--- config.mk ---
export PLATFORM = sky130hd
export DESIGN_NAME = nonpreemptive_priority_scheduler_top
export DESIGN_NICKNAME = d
export VERILOG_FILES = /design/src/rtl/npps_pkg.sv /design/src/rtl/nonpreemptive_priority_scheduler_top.sv /design/src/rtl/npps_ram.sv /design/src/rtl/npps_seq.sv /design/src/rtl/npps_dp.sv
export SDC_FILE = /design/constraint.sdc
export NUM_CORES = 2
export LEC_CHECK = 0
export BUFFER_PORTS_ARGS = -buffer_cell sky130_fd_sc_hd__buf_2
export CAP_MARGIN = 25
export CELL_PAD_IN_SITES_DETAIL_PLACEMENT = 2
export CELL_PAD_IN_SITES_GLOBAL_PLACEMENT = 2
export CORE_AREA = 2 2 458 460
export DETAILED_ROUTE_END_ITERATION = 16
export DIE_AREA = 0 0 460 462
export PLACE_DENSITY_LB_ADDON = 0.3
export SLEW_MARGIN = 30
export SYNTH_ARGS = -nofsm -noshare
export SYNTH_HDL_FRONTEND = slang
export SYNTH_SLANG_ARGS = --single-unit
--- constraint.sdc ---
create_clock -name clk -period 8.58 [get_ports clk]
set_input_delay 2.145 -clock clk [delete_from_list [all_inputs] [get_ports clk]]
set_output_delay 2.145 -clock clk [all_outputs]
set_load 0.01 [all_outputs]
--- src/rtl/npps_pkg.sv ---
// ----------------------------------------------------------------------------
// npps_pkg
// Types, constants and microcode for the non-preemptive priority scheduler.
// ----------------------------------------------------------------------------
package npps_pkg;

  localparam int MAX_PROCS_DEF = 16;
  localparam int ARR_W         = 16;
  localparam int TIME_W        = 21;
  localparam int SUM_W         = 27;
  localparam int JOB_INDEX_W   = 6;

  localparam logic [TIME_W-1:0] TIME_MAX     = {TIME_W{1'b1}};
  localparam logic [SUM_W-1:0]  SUM_MAX      = {SUM_W{1'b1}};
  localparam logic [ARR_W-1:0]  ARR_MIN_INIT = {ARR_W{1'b1}};

  typedef struct packed {
    logic [15:0]        arrival;
    logic [15:0]        burst;
    logic signed [15:0] urgency;
    logic               final_job;
  } job_in_t;

  typedef struct packed {
    logic [JOB_INDEX_W-1:0] job_index;
    logic [TIME_W-1:0]      completion;
    logic [TIME_W-1:0]      turnaround;
    logic [TIME_W-1:0]      waiting;
    logic [TIME_W-1:0]      response;
    logic [SUM_W-1:0]       turnaround_sum;
    logic [SUM_W-1:0]       waiting_sum;
    logic                   last_result;
  } result_t;

  typedef struct packed {
    logic [15:0]        arrival;
    logic [15:0]        burst;
    logic signed [15:0] urgency;
  } job_entry_t;

  typedef struct packed {
    logic [TIME_W-1:0] start;
    logic [TIME_W-1:0] finish;
  } time_entry_t;

  typedef enum logic [3:0] {
    OP_NONE,
    OP_LOAD,
    OP_SCAN_INIT,
    OP_EVAL,
    OP_COMMIT,
    OP_CLOCK_JUMP,
    OP_OUT_INIT,
    OP_CALC1,
    OP_CALC2,
    OP_EMIT,
    OP_FINISH
  } op_t;

  typedef enum logic [2:0] {
    C_NONE,
    C_ALWAYS,
    C_NO_FINAL,
    C_NOT_LAST,
    C_NOT_FOUND,
    C_NOT_ALL_DONE
  } cond_t;

  typedef enum logic [3:0] {
    S_LOAD,
    S_SCAN_INIT,
    S_SCAN_RD,
    S_SCAN_EVAL,
    S_DECIDE,
    S_COMMIT,
    S_OUT_INIT,
    S_OUT_RD,
    S_OUT_CALC1,
    S_OUT_CALC2,
    S_OUT_EMIT,
    S_FINISH,
    S_JUMP
  } step_t;

  typedef struct packed {
    logic busy;
    op_t  op;
  } ctl_t;

  typedef struct packed {
    ctl_t  ctl;
    cond_t cond;
    step_t target;
  } uword_t;

  typedef struct packed {
    logic load_final;
    logic last_idx;
    logic found;
    logic all_done;
  } flags_t;

  function automatic uword_t ucode_rom(input step_t step);
    uword_t w;
    unique case (step)
      S_LOAD:      w = '{ctl: '{1'b0, OP_LOAD},       cond: C_NO_FINAL,     target: S_LOAD};
      S_SCAN_INIT: w = '{ctl: '{1'b1, OP_SCAN_INIT},  cond: C_NONE,         target: S_LOAD};
      S_SCAN_RD:   w = '{ctl: '{1'b1, OP_NONE},       cond: C_NONE,         target: S_LOAD};
      S_SCAN_EVAL: w = '{ctl: '{1'b1, OP_EVAL},       cond: C_NOT_LAST,     target: S_SCAN_RD};
      S_DECIDE:    w = '{ctl: '{1'b1, OP_NONE},       cond: C_NOT_FOUND,    target: S_JUMP};
      S_COMMIT:    w = '{ctl: '{1'b1, OP_COMMIT},     cond: C_NOT_ALL_DONE, target: S_SCAN_INIT};
      S_OUT_INIT:  w = '{ctl: '{1'b1, OP_OUT_INIT},   cond: C_NONE,         target: S_LOAD};
      S_OUT_RD:    w = '{ctl: '{1'b1, OP_NONE},       cond: C_NONE,         target: S_LOAD};
      S_OUT_CALC1: w = '{ctl: '{1'b1, OP_CALC1},      cond: C_NONE,         target: S_LOAD};
      S_OUT_CALC2: w = '{ctl: '{1'b1, OP_CALC2},      cond: C_NONE,         target: S_LOAD};
      S_OUT_EMIT:  w = '{ctl: '{1'b1, OP_EMIT},       cond: C_NOT_LAST,     target: S_OUT_RD};
      S_FINISH:    w = '{ctl: '{1'b1, OP_FINISH},     cond: C_ALWAYS,       target: S_LOAD};
      S_JUMP:      w = '{ctl: '{1'b1, OP_CLOCK_JUMP}, cond: C_ALWAYS,       target: S_SCAN_INIT};
      default:     w = '{ctl: '{1'b1, OP_FINISH},     cond: C_ALWAYS,       target: S_LOAD};
    endcase
    return w;
  endfunction

endpackage

--- src/rtl/nonpreemptive_priority_scheduler_top.sv ---
// ----------------------------------------------------------------------------
// nonpreemptive_priority_scheduler_top
// Loads job descriptors, runs non-preemptive priority scheduling, reports
// per-job times and the run totals.
//
//   channel   handshake           payload    transfer
//   job in    start / busy        job        start high while busy low
//   result    strobe              result     every cycle strobe is high
//
// A job loads while busy is low. The job marked final starts the run: each
// scheduling decision scans every stored job through the registered store
// read, and a pass that finds nothing arrived costs one extra pass. Results
// then follow, one per stored job.
// rst clears the sequencer, counters and done flags; the stores keep no reset.
// Results go out one per strobe and cannot be held off.
// ----------------------------------------------------------------------------
module nonpreemptive_priority_scheduler_top
  import npps_pkg::*;
#(
  parameter int MAX_PROCS = MAX_PROCS_DEF
) (
  input  logic    clk,
  input  logic    rst,
  input  logic    start,
  output logic    busy,
  input  job_in_t job,
  output logic    strobe,
  output result_t result
);

  ctl_t   ctl;
  flags_t flags;

  npps_seq u_seq (
    .clk   (clk),
    .rst   (rst),
    .flags (flags),
    .ctl   (ctl)
  );

  npps_dp #(.MAX_PROCS(MAX_PROCS)) u_dp (
    .clk    (clk),
    .rst    (rst),
    .ctl    (ctl),
    .start  (start),
    .job    (job),
    .flags  (flags),
    .strobe (strobe),
    .result (result)
  );

  assign busy = ctl.busy;

endmodule

--- src/rtl/npps_ram.sv ---
// ----------------------------------------------------------------------------
// npps_ram
// Generic single-write, single-read RAM with registered read data.
// ----------------------------------------------------------------------------
module npps_ram #(
  parameter int WIDTH = 8,
  parameter int DEPTH = 16,
  localparam int AW   = (DEPTH > 1) ? $clog2(DEPTH) : 1
) (
  input  logic             clk,
  input  logic             we,
  input  logic [AW-1:0]    waddr,
  input  logic [WIDTH-1:0] wdata,
  input  logic [AW-1:0]    raddr,
  output logic [WIDTH-1:0] rdata
);

  logic [WIDTH-1:0] mem [DEPTH];

  always_ff @(posedge clk) begin
    if (we) begin
      mem[waddr] <= wdata;
    end
    rdata <= mem[raddr];
  end

endmodule

--- src/rtl/npps_seq.sv ---
// ----------------------------------------------------------------------------
// npps_seq
// Microcode sequencer: step counter, control store and conditional jumps.
// ----------------------------------------------------------------------------
module npps_seq
  import npps_pkg::*;
(
  input  logic   clk,
  input  logic   rst,
  input  flags_t flags,
  output ctl_t   ctl
);

  step_t  step;
  step_t  step_next;
  uword_t uword;
  logic   take;

  always_ff @(posedge clk) begin
    if (rst) begin
      step <= S_LOAD;
    end else begin
      step <= step_next;
    end
  end

  always_comb begin
    uword = ucode_rom(step);
    unique case (uword.cond)
      C_NONE:         take = 1'b0;
      C_ALWAYS:       take = 1'b1;
      C_NO_FINAL:     take = !flags.load_final;
      C_NOT_LAST:     take = !flags.last_idx;
      C_NOT_FOUND:    take = !flags.found;
      C_NOT_ALL_DONE: take = !flags.all_done;
      default:        take = 1'b1;
    endcase
    step_next = take ? uword.target : step_t'(step + 4'd1);
    ctl       = uword.ctl;
  end

endmodule

--- src/rtl/npps_dp.sv ---
// ----------------------------------------------------------------------------
// npps_dp
// Scheduler datapath: job and time stores, scan, commit and result math.
// ----------------------------------------------------------------------------
module npps_dp
  import npps_pkg::*;
#(
  parameter int MAX_PROCS = MAX_PROCS_DEF
) (
  input  logic    clk,
  input  logic    rst,
  input  ctl_t    ctl,
  input  logic    start,
  input  job_in_t job,
  output flags_t  flags,
  output logic    strobe,
  output result_t result
);

  localparam int IDX_W = (MAX_PROCS > 1) ? $clog2(MAX_PROCS) : 1;
  localparam int CNT_W = $clog2(MAX_PROCS + 1);
  localparam logic [CNT_W-1:0] CNT_MAX = CNT_W'(MAX_PROCS);

  logic [CNT_W-1:0]   job_count;
  logic [CNT_W-1:0]   finished;
  logic [TIME_W-1:0]  clock_now;
  logic [IDX_W-1:0]   idx;
  logic [IDX_W-1:0]   best;
  logic signed [15:0] best_urg;
  logic [15:0]        best_burst;
  logic               found;
  logic [ARR_W-1:0]   min_arr;
  logic [MAX_PROCS-1:0] done_flags;
  logic [TIME_W-1:0]  tat;
  logic [TIME_W-1:0]  resp;
  logic [TIME_W-1:0]  wt;
  logic [SUM_W-1:0]   tat_sum;
  logic [SUM_W-1:0]   wt_sum;

  job_entry_t  job_rd;
  time_entry_t time_rd;
  job_entry_t  job_wr;
  time_entry_t time_wr;
  logic        load_we;
  logic        load_ok;

  logic [TIME_W:0]   clk_sum;
  logic [TIME_W-1:0] clock_next;
  logic              elig;
  logic              cur_done;
  logic [SUM_W:0]    tat_acc;
  logic [SUM_W:0]    wt_acc;
  logic [SUM_W-1:0]  wt_sum_next;
  logic [TIME_W-1:0] arr_t;

  // job store: written at load, read by the scan and the result pass
  npps_ram #(.WIDTH($bits(job_entry_t)), .DEPTH(MAX_PROCS)) u_job_ram (
    .clk   (clk),
    .we    (load_we),
    .waddr (job_count[IDX_W-1:0]),
    .wdata (job_wr),
    .raddr (idx),
    .rdata (job_rd)
  );

  // start and finish times, written at commit
  npps_ram #(.WIDTH($bits(time_entry_t)), .DEPTH(MAX_PROCS)) u_time_ram (
    .clk   (clk),
    .we    (ctl.op == OP_COMMIT),
    .waddr (best),
    .wdata (time_wr),
    .raddr (idx),
    .rdata (time_rd)
  );

  always_comb begin
    load_ok  = start && (ctl.op == OP_LOAD);
    load_we  = load_ok && (job_count < CNT_MAX);
    job_wr   = '{arrival: job.arrival, burst: job.burst, urgency: job.urgency};

    clk_sum    = {1'b0, clock_now} + (TIME_W + 1)'(best_burst);
    clock_next = clk_sum[TIME_W] ? TIME_MAX : clk_sum[TIME_W-1:0];
    time_wr    = '{start: clock_now, finish: clock_next};

    cur_done = done_flags[idx];
    elig     = !cur_done && (TIME_W'(job_rd.arrival) <= clock_now);

    tat_acc     = {1'b0, tat_sum} + (SUM_W + 1)'(tat);
    wt_acc      = {1'b0, wt_sum} + (SUM_W + 1)'(wt);
    wt_sum_next = wt_acc[SUM_W] ? SUM_MAX : wt_acc[SUM_W-1:0];
    arr_t       = TIME_W'(job_rd.arrival);

    flags.load_final = load_ok && job.final_job;
    flags.last_idx   = CNT_W'(idx) == (job_count - CNT_W'(1));
    flags.found      = found;
    flags.all_done   = (finished + CNT_W'(1)) == job_count;
  end

  // control state
  always_ff @(posedge clk) begin
    if (rst) begin
      job_count  <= '0;
      finished   <= '0;
      clock_now  <= '0;
      done_flags <= '0;
      found      <= 1'b0;
      strobe     <= 1'b0;
    end else begin
      strobe <= 1'b0;
      unique case (ctl.op)
        OP_LOAD: begin
          if (load_we) begin
            job_count <= job_count + CNT_W'(1);
          end
        end
        OP_SCAN_INIT: found <= 1'b0;
        OP_EVAL: begin
          if (elig && (!found || (job_rd.urgency > best_urg))) begin
            found <= 1'b1;
          end
        end
        OP_COMMIT: begin
          clock_now        <= clock_next;
          done_flags[best] <= 1'b1;
          finished         <= finished + CNT_W'(1);
        end
        OP_CLOCK_JUMP: clock_now <= TIME_W'(min_arr);
        OP_EMIT: strobe <= 1'b1;
        OP_FINISH: begin
          job_count  <= '0;
          finished   <= '0;
          clock_now  <= '0;
          done_flags <= '0;
        end
        default: ;
      endcase
    end
  end

  // payload
  always_ff @(posedge clk) begin
    unique case (ctl.op)
      OP_SCAN_INIT: begin
        idx     <= '0;
        min_arr <= ARR_MIN_INIT;
      end
      OP_EVAL: begin
        if (elig && (!found || (job_rd.urgency > best_urg))) begin
          best       <= idx;
          best_urg   <= job_rd.urgency;
          best_burst <= job_rd.burst;
        end
        if (!cur_done && (job_rd.arrival < min_arr)) begin
          min_arr <= job_rd.arrival;
        end
        idx <= idx + IDX_W'(1);
      end
      OP_OUT_INIT: begin
        idx     <= '0;
        tat_sum <= '0;
        wt_sum  <= '0;
      end
      OP_CALC1: begin
        tat  <= (time_rd.finish >= arr_t) ? time_rd.finish - arr_t : '0;
        resp <= (time_rd.start >= arr_t) ? time_rd.start - arr_t : '0;
      end
      OP_CALC2: begin
        wt      <= (tat >= TIME_W'(job_rd.burst)) ? tat - TIME_W'(job_rd.burst) : '0;
        tat_sum <= tat_acc[SUM_W] ? SUM_MAX : tat_acc[SUM_W-1:0];
      end
      OP_EMIT: begin
        wt_sum                <= wt_sum_next;
        result.job_index      <= JOB_INDEX_W'(idx);
        result.completion     <= time_rd.finish;
        result.turnaround     <= tat;
        result.waiting        <= wt;
        result.response       <= resp;
        result.turnaround_sum <= flags.last_idx ? tat_sum : '0;
        result.waiting_sum    <= flags.last_idx ? wt_sum_next : '0;
        result.last_result    <= flags.last_idx;
        idx                   <= idx + IDX_W'(1);
      end
      default: ;
    endcase
  end

endmodule

==> flow_summary_export.csv <==
group,metric,value,unit
run_status,status,"completed",
logic_synthesis,netlist_top_cells_count,"edfxtp_1 (1756), mux4_2 (455), nor2_1 (267)",
floorplan,dieArea,213000,sq um
clock_tree,cts-htree-levels,4,
clock_tree,clk_pin_slew,0.06,ns
route,first_iter_violations,2915,
logic_synthesis,yosysSeqAreaShare,0.731,
timing,tns,0,ns
timing,hold_viol_final,0,
timing,period_needed,4.52,ns
logic_synthesis,synthTopCellsByArea,"edfxtp_1 (69%), mux4_2 (13%), dfxtp_1 (4.1%)",
timing,setup_viol_count_final,0,
route,viasPerCell,5.44,
clock_tree,hold_buffers,0,
clock_tree,clkLatencyLatePin,0.87,ns
final_layout,syn_to_final_growth,15.4,%
worst_setup_path,path_max_fanout,29,
logic_synthesis,synth-edff-count,1756,
timing,worst_slew_pin_slew,1.03,ns
floorplan,core,208000,sq um
worst_setup_path,rrSetupSlack,4.23,ns
floorplan,io_pins,199,
logic_synthesis,syn_area,76400,sq um
worst_setup_path,worstSetupStartpoint,"start",
logic_synthesis,syn_inst,4022,
power,p_leak,29.2,nW
floorplan,die_y,462,microns
global_route,grt_pass1_wl,319,mm
logic_synthesis,synth.avg_cell_area,19.0,sq um
clock_tree,cts_setup_buffers,0,
logic_synthesis,ys.flop_type,"edfxtp_1",
timing,relSlewSlack,0.316,
route,drt-pass1-iter-count,7,
route,drc,0,
timing,post-route-period-util,0.527,
worst_setup_path,rr_endpoint,"u_dp.u_time_ram.mem[3][10]",
worst_setup_path,crit_end,"u_dp.u_job_ram.mem[14][5]",
worst_setup_path,r2r_start,"u_dp.clock_now[13]",
worst_setup_path,critical_path_class,"in -> reg",
placement,routabilityCongestion,0.823,
flow_run,drv_cap,0,
clock_tree,cts.repair.resized,0,
timing,finClkSkew,0.0667,ns
floorplan,rows,168,
clock_tree,clk_path_buf_depth,3,
timing,rsz0062_at_grt,"false",
logic_synthesis,ys_warn_count,0,
logic_synthesis,ys_types,79,
placement,dp_hpwl,134,mm
route,totalWireLength,220,mm
power,power,24.0,mW
worst_setup_path,cp-start-kind,"primary input",
final_layout,layout.nets,4574,
placement,io_buffers,196,
worst_setup_path,worst_ep_arrival_time,4.97,ns
placement,pre_cts_ws,3.13,ns
route,num_vias,39500,
logic_synthesis,synth_area_leader_cell,"edfxtp_1",
final_layout,layout-drive-gt1-share,0.245,
route,ant_nets,0,
timing,drv_slew,0,
logic_synthesis,synth-seq-cells,1911,
global_route,grt_max_degree,147,
floorplan,initial_utilization,0.367,
global_route,grt.overflow.total,0,
timing,timing.hold.ws,0.449,ns
timing,fmax,221,MHz
route,wl_per_cell,30.3,microns
global_route,grt_pass1_vias,43700,
clock_tree,cts-buffers-inserted,203,
power,power_density,272,nW/um^2
logic_synthesis,synth.most_common_cell,"edfxtp_1",
clock_tree,root_buffer,"clkbuf_16",
timing,layout_setup_ws,4.06,ns
clock_tree,cts_tree,"done",
global_route,antenna_found_initial,30,
global_route,track_usage,0.208,
worst_setup_path,critPathCaptureType,"register",
power,ir_drop,0.000218,V
worst_setup_path,worst_ep_required_time,9.03,ns
worst_setup_path,rr_worst_depth,10,
logic_synthesis,async_reset_ff_frac,0,
min_path,hold_class,"reg -> reg",
logic_synthesis,synth_top_area_frac,0.690,
floorplan,die_w,460,microns
clock_tree,numClockSinks,1911,
[power breakdown]
part	switching, mW	internal, mW	total [mW]
registers	0.426	10.7	11.1
logic	2.31	1.68	3.99
clock network	3.82	5.09	8.91
total	6.55	17.4	24.0
[logic make-up (layout without fill, tap and decap cells)]
family | count (synthesis) | after routing | share of synthesized area
DFF | 1911 | 1911 | 0.731
and+or+nand+nor | 656 | 656 | 0.0405
muxes | 478 | 478 | 0.137
AOI/OAI and AO/OA | 414 | 414 | 0.0352
buffers and inverters | 281 | 790 | 0.0146
adders and majority gates | 171 | 171 | 0.0286
xor gates and xnor gates | 110 | 110 | 0.0127
other | 1 | 9 | 0.0000491
[final cells by class]
cell class	count	area [sq um]
Antenna cell	7	17.5
Fill cell	19500	120000
Sequential cell	1911	55800
Inverter	132	503
Clock buffer	282	5580
Tap cell	2720	3400
Clock inverter	104	1220
Multi-Input combinational cell	1831	19700
Timing Repair Buffer	272	1850
[metrics by stage]
step	cells	utilization	area (sq um)
2_1_floorplan	4023	-	76400
3_3_place_gp	6857	0.389	81000
3_5_place_dp	6862	0.390	81100
4_1_cts	7248	0.423	87900
5_1_grt	7253	0.423	88100
6_report	7259	0.424	88100
[state kept, by name (all words and copies together), names as in the netlist, 5 cells and up]
register / flops
u_dp.u_job_ram.mem: 768
u_dp.u_time_ram.mem: 672
u_dp.result: 143
u_dp.u_job_ram.rdata: 48
u_dp.u_time_ram.rdata: 42
u_dp.tat_sum: 27
u_dp.wt_sum: 27
u_dp.clock_now: 21
u_dp.resp: 21
u_dp.tat: 21
u_dp.wt: 21
u_dp.best_burst: 16
u_dp.best_urg: 16
u_dp.done_flags: 16
u_dp.min_arr: 16
u_seq.uword: 12
u_dp.finished: 5
u_dp.job_count: 5
[layout by cell type (no fill, tap or decap), types with 125 or more instances in the layout]
master | synthesis | final
a21oi_1 | 142 | 142
ha_1 | 165 | 165
dfxtp_1 | 155 | 154
edfxtp_1 | 1756 | 1756
nor2_1 | 267 | 241
nand2_1 | 125 | 125
clkbuf_16 | 0 | 203
inv_1 | 131 | 128
buf_2 | 28 | 196
mux4_2 | 455 | 455
[metal layers]
| metal | track usage | vias up | part of all wire |
|---|---|---|---|
| met2 | 0.360 | 944 | 0.51 |
| met3 | 0.0328 | 307 | 0.046 |
| met4 | 0.0614 | 32 | 0.027 |
| met5 | 0 | - | 0.00093 |
| li1 | - | 16900 | - |
| met1 | 0.270 | 21400 | 0.42 |
[critical path, cell delays in order]
cell     delay (ns)
buf_2          0.07
nor3b_1        0.27
nand2_1        0.11
nor2_1         0.48
nand2_1        0.41
nor2_4         0.80
buf_4          0.64
[how the worst min path moves through the flow]
stage	cells after the start	slack, ns	to	start
final	0	0.45	u_dp.best_urg[5]	u_dp.u_job_ram.rdata[5]
after global routing	0	0.46	u_dp.best_urg[5]	u_dp.u_job_ram.rdata[5]
after CTS	0	0.45	u_dp.best_urg[5]	u_dp.u_job_ram.rdata[5]
after detailed placement	0	0.43	u_dp.best_urg[10]	u_dp.u_job_ram.rdata[10]
after global placement	0	0.43	u_dp.best_urg[3]	u_dp.u_job_ram.rdata[3]
after floorplan	0	0.40	u_dp.result[55]	u_dp.resp[0]
Note: power is estimated with default switching activity, not from simulation.
